===== config.mk =====
export PLATFORM = sky130hd
export DESIGN_NAME = color_key_run_extractor
export DESIGN_NICKNAME = d
export VERILOG_FILES = /design/src/sv/ckre_pkg.sv /design/src/sv/ckre_outbuf.sv /design/src/sv/color_key_run_extractor.sv
export SDC_FILE = /design/constraint.sdc
export NUM_CORES = 1
export LEC_CHECK = 0
export BUFFER_PORTS_ARGS = -buffer_cell sky130_fd_sc_hd__buf_2
export CORE_ASPECT_RATIO = 2
export CORE_UTILIZATION = 38
export CTS_CLUSTER_SIZE = 20
export DETAILED_ROUTE_END_ITERATION = 10
export GPL_TIMING_DRIVEN = 0
export SLEW_MARGIN = 20
export SYNTH_ARGS = -nofsm -noshare
export SYNTH_HDL_FRONTEND = slang
export SYNTH_SLANG_ARGS = --single-unit

===== constraint.sdc =====
create_clock -name clk -period 10.6 [get_ports clk]
set_clock_uncertainty 0.05 [all_clocks]
set_input_delay 2.65 -clock clk [delete_from_list [all_inputs] [get_ports clk]]
set_output_delay 2.65 -clock clk [all_outputs]
set_load 0.02 [all_outputs]

===== src/sv/ckre_pkg.sv =====
// shared types and constants for the color key run extractor
package ckre_pkg;

  // field widths of the channels and registers
  localparam int PIX_W   = 24;
  localparam int SIZE_W  = 13;
  localparam int LEFT_W  = 12;
  localparam int RIGHT_W = 13;
  localparam int ROW_W   = 12;
  localparam int TOTAL_W = 24;
  localparam int IDX_W   = 2;

  // saturation point of the run counter
  localparam logic [TOTAL_W-1:0] RUN_LIMIT = 24'd8388608;

  // configuration register indexes
  typedef enum logic [IDX_W-1:0] {
    REG_KEY_COLOR = 2'd0,
    REG_WIDTH     = 2'd1,
    REG_HEIGHT    = 2'd2,
    REG_MONO      = 2'd3
  } reg_idx_t;

  // result kinds
  typedef enum logic {
    KIND_RUN = 1'b0,
    KIND_SUM = 1'b1
  } kind_t;

  // results caused by one pixel: a run record and/or a frame summary
  typedef struct packed {
    logic               rec_valid;
    logic               sum_valid;
    logic [LEFT_W-1:0]  left;
    logic [RIGHT_W-1:0] right;
    logic [ROW_W-1:0]   row;
    logic [TOTAL_W-1:0] total;
    logic               saw;
  } res_t;

endpackage


===== src/sv/ckre_outbuf.sv =====
// two-slot result buffer: run record first, then frame summary
module ckre_outbuf (
  input  logic                     clk,
  input  logic                     rst,
  input  logic                     load,
  input  ckre_pkg::res_t           res,
  output logic                     ready,
  output logic                     out_valid,
  input  logic                     out_stall,
  output logic                     kind,
  output logic [ckre_pkg::LEFT_W-1:0]  run_left,
  output logic [ckre_pkg::RIGHT_W-1:0] run_right,
  output logic [ckre_pkg::ROW_W-1:0]   run_row,
  output logic [ckre_pkg::TOTAL_W-1:0] run_total,
  output logic                     saw_transparent,
  output logic                     last
);
  import ckre_pkg::*;

  logic               rec_pend;
  logic               sum_pend;
  logic [LEFT_W-1:0]  buf_left;
  logic [RIGHT_W-1:0] buf_right;
  logic [ROW_W-1:0]   buf_row;
  logic [TOTAL_W-1:0] buf_total;
  logic               buf_saw;
  logic               out_take;

  assign out_take = out_valid && !out_stall;

  // free for a new item once at most one result is left and it goes now
  assign ready = !(rec_pend || sum_pend) || (out_take && !(rec_pend && sum_pend));

  // pending flags
  always_ff @(posedge clk) begin
    if (rst) begin
      rec_pend <= 1'b0;
      sum_pend <= 1'b0;
    end else if (load) begin
      rec_pend <= res.rec_valid;
      sum_pend <= res.sum_valid;
    end else if (out_take) begin
      if (rec_pend) begin
        rec_pend <= 1'b0;
      end else begin
        sum_pend <= 1'b0;
      end
    end
  end

  // payload
  always_ff @(posedge clk) begin
    if (load) begin
      buf_left  <= res.left;
      buf_right <= res.right;
      buf_row   <= res.row;
      buf_total <= res.total;
      buf_saw   <= res.saw;
    end
  end

  // output selection
  always_comb begin
    out_valid       = rec_pend || sum_pend;
    kind            = rec_pend ? KIND_RUN : KIND_SUM;
    run_left        = rec_pend ? buf_left  : '0;
    run_right       = rec_pend ? buf_right : '0;
    run_row         = rec_pend ? buf_row   : '0;
    run_total       = rec_pend ? '0 : buf_total;
    saw_transparent = rec_pend ? 1'b0 : buf_saw;
    last            = !(rec_pend && sum_pend);
  end

endmodule


===== src/sv/color_key_run_extractor.sv =====
// top level of the color key run extractor
//
// Pixels come in raster order on the input channel (in_valid, in_stall,
// pixel), one per item. Each horizontal run of opaque pixels leaves on the
// output channel as a run record (kind 0: left, exclusive right, row) when a
// transparent pixel or the row end closes it; after the last pixel of the
// frame a summary (kind 1) carries the run count and the transparent flag.
// The field last marks the final result caused by one pixel.
// A pixel is registered, then its results are registered in the result buffer.
// Throughput: one pixel per cycle while its results can be placed; a pixel that
// causes both a run record and a summary fills both slots of the result buffer.
// When the receiver stalls, results hold in the buffer; pixels that cause no
// result still pass, and the input stalls once a result cannot be placed.
// Configuration is written through wr_en/wr_index/wr_data while idle.
// Reset (rst, synchronous) restores the register defaults (key 0, size
// 4096 x 4096, color-key mode), clears all counters and empties both stages.
module color_key_run_extractor #(
  parameter int MAX_WIDTH  = 4096,
  parameter int MAX_HEIGHT = 4096
) (
  input  logic                          clk,
  input  logic                          rst,
  input  logic                          wr_en,
  input  logic [ckre_pkg::IDX_W-1:0]    wr_index,
  input  logic [ckre_pkg::PIX_W-1:0]    wr_data,
  input  logic                          in_valid,
  output logic                          in_stall,
  input  logic [ckre_pkg::PIX_W-1:0]    pixel,
  output logic                          out_valid,
  input  logic                          out_stall,
  output logic                          kind,
  output logic [ckre_pkg::LEFT_W-1:0]   run_left,
  output logic [ckre_pkg::RIGHT_W-1:0]  run_right,
  output logic [ckre_pkg::ROW_W-1:0]    run_row,
  output logic [ckre_pkg::TOTAL_W-1:0]  run_total,
  output logic                          saw_transparent,
  output logic                          last
);
  import ckre_pkg::*;

  localparam int CW = $clog2(MAX_WIDTH);
  localparam int RW = (MAX_HEIGHT > 1) ? $clog2(MAX_HEIGHT) : 1;

  // configuration registers
  logic [PIX_W-1:0]  key_color;
  logic [SIZE_W-1:0] image_width;
  logic [SIZE_W-1:0] image_height;
  logic              mono_mode;

  // frame state
  logic [CW-1:0]      col;
  logic [RW-1:0]      row;
  logic               run_open;
  logic [CW-1:0]      run_start;
  logic [TOTAL_W-1:0] runs;
  logic               seen;

  // input register
  logic             s1_valid;
  logic [PIX_W-1:0] s1_pixel;
  logic             s1_adv;
  logic             in_take;

  // per-pixel logic
  logic [SIZE_W-1:0]  w_eff;
  logic [SIZE_W-1:0]  h_eff;
  logic               transp;
  logic               open_after;
  logic [CW-1:0]      start_after;
  logic               seen_after;
  logic               row_end;
  logic               frame_end;
  logic [TOTAL_W-1:0] runs_after;
  res_t               res;
  logic               buf_ready;

  // configuration writes
  always_ff @(posedge clk) begin
    if (rst) begin
      key_color    <= '0;
      image_width  <= SIZE_W'(4096);
      image_height <= SIZE_W'(4096);
      mono_mode    <= 1'b0;
    end else if (wr_en) begin
      unique case (reg_idx_t'(wr_index))
        REG_KEY_COLOR: key_color    <= wr_data;
        REG_WIDTH:     image_width  <= wr_data[SIZE_W-1:0];
        REG_HEIGHT:    image_height <= wr_data[SIZE_W-1:0];
        REG_MONO:      mono_mode    <= wr_data[0];
        default:       ;
      endcase
    end
  end

  // input handshake and register
  assign in_stall = s1_valid && !s1_adv;
  assign in_take  = in_valid && !in_stall;

  always_ff @(posedge clk) begin
    if (rst) begin
      s1_valid <= 1'b0;
    end else if (in_take) begin
      s1_valid <= 1'b1;
    end else if (s1_adv) begin
      s1_valid <= 1'b0;
    end
  end

  always_ff @(posedge clk) begin
    if (in_take) begin
      s1_pixel <= pixel;
    end
  end

  // clamp the image size to 1..max
  always_comb begin
    if (image_width == '0) begin
      w_eff = SIZE_W'(1);
    end else if (32'(image_width) > MAX_WIDTH) begin
      w_eff = SIZE_W'(MAX_WIDTH);
    end else begin
      w_eff = image_width;
    end
    if (image_height == '0) begin
      h_eff = SIZE_W'(1);
    end else if (32'(image_height) > MAX_HEIGHT) begin
      h_eff = SIZE_W'(MAX_HEIGHT);
    end else begin
      h_eff = image_height;
    end
  end

  // classify the pixel, close and open runs
  always_comb begin
    transp      = mono_mode ? s1_pixel[0] : (s1_pixel == key_color);
    res         = '0;
    open_after  = run_open;
    start_after = run_start;
    seen_after  = seen || transp;
    res.right   = RIGHT_W'(col);
    if (transp) begin
      res.rec_valid = run_open;
      open_after    = 1'b0;
    end else if (!run_open) begin
      open_after  = 1'b1;
      start_after = col;
    end

    row_end   = 32'(col) >= (32'(w_eff) - 32'd1);
    frame_end = row_end && (32'(row) >= (32'(h_eff) - 32'd1));
    if (row_end && open_after) begin
      res.rec_valid = 1'b1;
      res.right     = w_eff;
      open_after    = 1'b0;
    end

    runs_after = (res.rec_valid && (runs < RUN_LIMIT)) ? runs + 1'b1 : runs;

    res.left      = LEFT_W'(start_after);
    res.row       = ROW_W'(row);
    res.sum_valid = frame_end;
    res.total     = runs_after;
    res.saw       = seen_after;
  end

  // a pixel moves on when its results fit, or when it has none
  assign s1_adv = s1_valid && (buf_ready || !(res.rec_valid || res.sum_valid));

  // counters and run state
  always_ff @(posedge clk) begin
    if (rst) begin
      col       <= '0;
      row       <= '0;
      run_open  <= 1'b0;
      run_start <= '0;
      runs      <= '0;
      seen      <= 1'b0;
    end else if (s1_adv) begin
      col <= row_end ? '0 : col + 1'b1;
      if (row_end) begin
        row <= frame_end ? '0 : row + 1'b1;
      end
      run_open  <= frame_end ? 1'b0 : open_after;
      run_start <= frame_end ? '0 : start_after;
      runs      <= frame_end ? '0 : runs_after;
      seen      <= frame_end ? 1'b0 : seen_after;
    end
  end

  // result buffer
  ckre_outbuf u_outbuf (
    .clk             (clk),
    .rst             (rst),
    .load            (s1_adv && (res.rec_valid || res.sum_valid)),
    .res             (res),
    .ready           (buf_ready),
    .out_valid       (out_valid),
    .out_stall       (out_stall),
    .kind            (kind),
    .run_left        (run_left),
    .run_right       (run_right),
    .run_row         (run_row),
    .run_total       (run_total),
    .saw_transparent (saw_transparent),
    .last            (last)
  );

  // a frame summary always ends the results of its pixel
  assert property (@(posedge clk) disable iff (rst)
    (out_valid && kind == KIND_SUM) |-> last)
    else $error("summary item not marked last");

  // the run counter never passes its saturation point
  assert property (@(posedge clk) disable iff (rst)
    runs <= RUN_LIMIT)
    else $error("run counter above limit");

  // a held pixel with results only waits while the buffer is busy
  assert property (@(posedge clk) disable iff (rst)
    (s1_valid && !s1_adv) |-> (out_valid && !buf_ready))
    else $error("pixel held with free result buffer");

endmodule


==> key figures <==
Floorplan
  – Die width: between 100 and 150 um
  – Die area: around 27000 um^2
  – Starting density of the core: between 30% and 40%
  – Ports: ~120
  – Chip height: around 230 um
  – Core Area: around 26000 um^2
  – Rows: just over 80

Timing
  – Worst-Margin Slew: 1030 ps
  – Fmax: 0.119 GHz
  – Fin. max-slew vios: 0
  – RSZ-0062 raised after global routing: false
  – Final min period: about 8400 ps
  – Post-route setup slack: 2210 ps
  – Total negative slack: 0 ps
  – # setup viols final: 0
  – Fin crit share: approximately four fifths
  – Relative slew slack: between 30 and 40%
  – Final Hold Vio Count: 0

Place
  – Dpl hpwl: roughly 20000 um
  – Placed Area: about 11000 um^2
  – Cells after DPL: 1500
  – GP Congestion: between 0.8 and 0.9
  – Port Buf Inserts: 120
  – Pre-CTS WS: between 2000 and 3000 ps

Layout
  – # diodes: 0
  – Cell area after layout: between 10000 and 15000 um^2
  – Most common cell after layout, fill and taps aside: nand2_1
  – Share of layout cells above drive strength 1: between 15 and 20%
  – Synth-to-layout area growth: 18.2%
  – Final nets: about 1300
  – Commonest non-fill, non-tap cells in the layout: nand2_1 (165), buf_2 (124), dfxtp_1 (116)
  – Post-route insts no fill: between 1500 and 2000

Logic synthesis
  – Fraction of synthesized cell area in xor and xnor cells: between 5 and 6%
  – Avg Inst Size Synth: between 9 and 10 um^2
  – Synth Area in Adders: under 10%
  – Part of the Yosys area used for sequential elements: 49.7%
  – Cell count after synthesis: roughly 1000
  – Net Count, Synth: around 1100
  – Compound-Gate Fraction of Synth Area: between 10% and 20%
  – Asr flop ratio synth: 0%
  – Main combinational cell family by area after synthesis: simple AND/OR/NAND/NOR gates
  – Dominant synthesized flop cell: dfxtp_1
  – Post-synth EDFFs: 86
  – Warnings from Yosys: 0
  – Synth cell types: just under 60
  – Syn Std Cell Area: 9860 um^2
  – Post-synthesis register bit count: 202
  – Fraction of synthesized area in multiplexers: 2.80%
  – Simple-Gate Fraction of Synth Area: a little over a fifth

Clocking
  – Max clock buf depth: 3
  – Clk sink count: approximately 200
  – Worst skew pair latency: around 510 ps
  – Clock Pin Slew Worst Setup and Hold Paths: ~60 ps
  – Resize count post-CTS: 0
  – # hold bufs at CTS: 0
  – CTS Root Cell: clkbuf_16
  – Max H-tree Level: 1
  – CTS buffer count: 20
  – CTS tree: yes
  – Post-CTS setup buffer count: 0

Drt
  – 1st-iter DRT viols: 332
  – Vias: 8117
  – Drt wl/cell: approximately 17 um
  – Via density: between 5 and 6
  – Initial DRT Pass Iterations: 4
  – Antenna viol nets, final: 0
  – Residual DRC: 0
  – Total Wirelength: about 26000 um

Worst setup path
  – Worst setup EP type: primary output
  – CP arrival: 5690 ps
  – Req. time, crit path: 7900 ps
  – Crit. Startpoint: image_height[5]$_SDFFE_PP0P_
  – Critical Path Fanout Max: 10
  – Reg-to-reg critical path startpoint: image_height[5]$_SDFFE_PP0P_
  – WS Path Type: reg -> out
  – Worst setup SP type: flip-flop

Flow run
  – Max-cap violation count: 0

GRT
  – GRT overflow: 0
  – Largest net degree at the start of global routing: 25
  – Number of global-route vias before repair: 8091
  – GRT Overall Usage: around 20%
  – First-pass GRT wire length: roughly 41000 um
  – Antenna violations before repair: 0

Pwr
  – VDD IR max: around 0.14 mV
  – Power per Cell Area: 145 nW/um^2
  – Pleak: 4.39 nW

Worst hold path
  – Worst Hold Class: reg -> reg
  – Min-delay src: seen$_SDFFE_PP0N_

Status
  – Status: completed
cell families (layout without fill, tap and decap cells):
kind of cell | Yosys count | in the layout
compound gates | 218 | 218
fa+ha+maj | 30 | 30
flops | 202 | 202
simple gates | 432 | 432
buf+inv | 70 | 229
xor+xnor | 60 | 60
mux | 25 | 25
synth_stat cells, types with 29 or more instances:
| cell | n | area [um^2] |
|---|---|---|
| nand2_1 | 165 | 619 |
| dfxtp_1 | 116 | 2320 |
| edfxtp_1 | 86 | 2580 |
| a21oi_1 | 82 | 410 |
| nor2_1 | 56 | 210 |
| clkbuf_1 | 46 | 173 |
| and2_1 | 43 | 269 |
| o21ai_0 | 36 | 180 |
| xnor2_1 | 33 | 289 |
| nor2b_1 | 32 | 200 |
| ha_1 | 29 | 363 |
| nand3_1 | 29 | 145 |
flip-flops by register name (all words and copies together) (netlist names):
signal              count
run_start              12
col                    12
u_outbuf.buf_row       12
u_outbuf.buf_right     13
u_outbuf.buf_left      12
key_color              24
row                    12
mono_mode               1
run_open                1
image_height           13
u_outbuf.buf_total     24
image_width            13
runs                   24
s1_valid                1
seen                    1
u_outbuf.rec_pend       1
u_outbuf.buf_saw        1
s1_pixel               24
u_outbuf.sum_pend       1
final cells by class:
cell class              instances  area (um^2)
well taps                     340          425
fillers                      2576        13900
flip-flops and latches        202         4900
clock inverters                 9          103
inverters                      15         56.3
clock buffers                  27          569
multi-input cells             765         4700
plain buffers                  55          223
repair buffers                123          683
worst max-delay path, stage by stage (launching register included):
cell and delay (ps):
dfxtp_1 360, or4_1 550, nor4_1 490, and2_1 220, clkbuf_1 240, o21ai_0 160, ha_1 270, clkbuf_1 240
nand2_1 100, nand2_1 50, o21ai_0 80, a22oi_1 150, ha_1 340, nand3_1 100, or3_1 400, a31oi_1 370
nand2_1 150, buf_2 240, a21oi_1 410, buf_2 250
stage by stage:
step	hold WS, ps	utilization (%)	total power, W
2_1_floorplan	378	-	0.000934
3_3_place_gp	394	42.6	0.000977
3_5_place_dp	400	43.0	0.000980
4_1_cts	416	45.7	0.00172
5_1_grt	444	45.7	0.00176
6_report	413	45.7	0.00170
path summary, 6_finish.rpt:
path	to	slack [ps]	cells past startpoint
setup / recovery	in_stall	2210	19
hold / removal	seen$_SDFFE_PP0N_	410	2
setup reg to reg	col[3]$_SDFFE_PP0N_	4280	21
hold reg to reg	seen$_SDFFE_PP0N_	410	2
layer usage:
| layer | up-vias | track usage [%] | wire [um] |
|---|---|---|---|
| met5 | - | 0 | 0 |
| met4 | 0 | 9.74 | 1100 |
| met3 | 57 | 2.48 | 1020 |
| met2 | 231 | 40.6 | 14900 |
| met1 | 3830 | 19.1 | 9040 |
| li1 | 3999 | - | - |
report_power, final:
part           total (W)  internal, W  switching (W)
clock           0.000734     0.000429       0.000305
combinational   0.000125    0.0000479      0.0000771
sequential      0.000837     0.000824      0.0000137
total            0.00170      0.00130       0.000396
No activity file was read; power rests on OpenSTA's default activity.
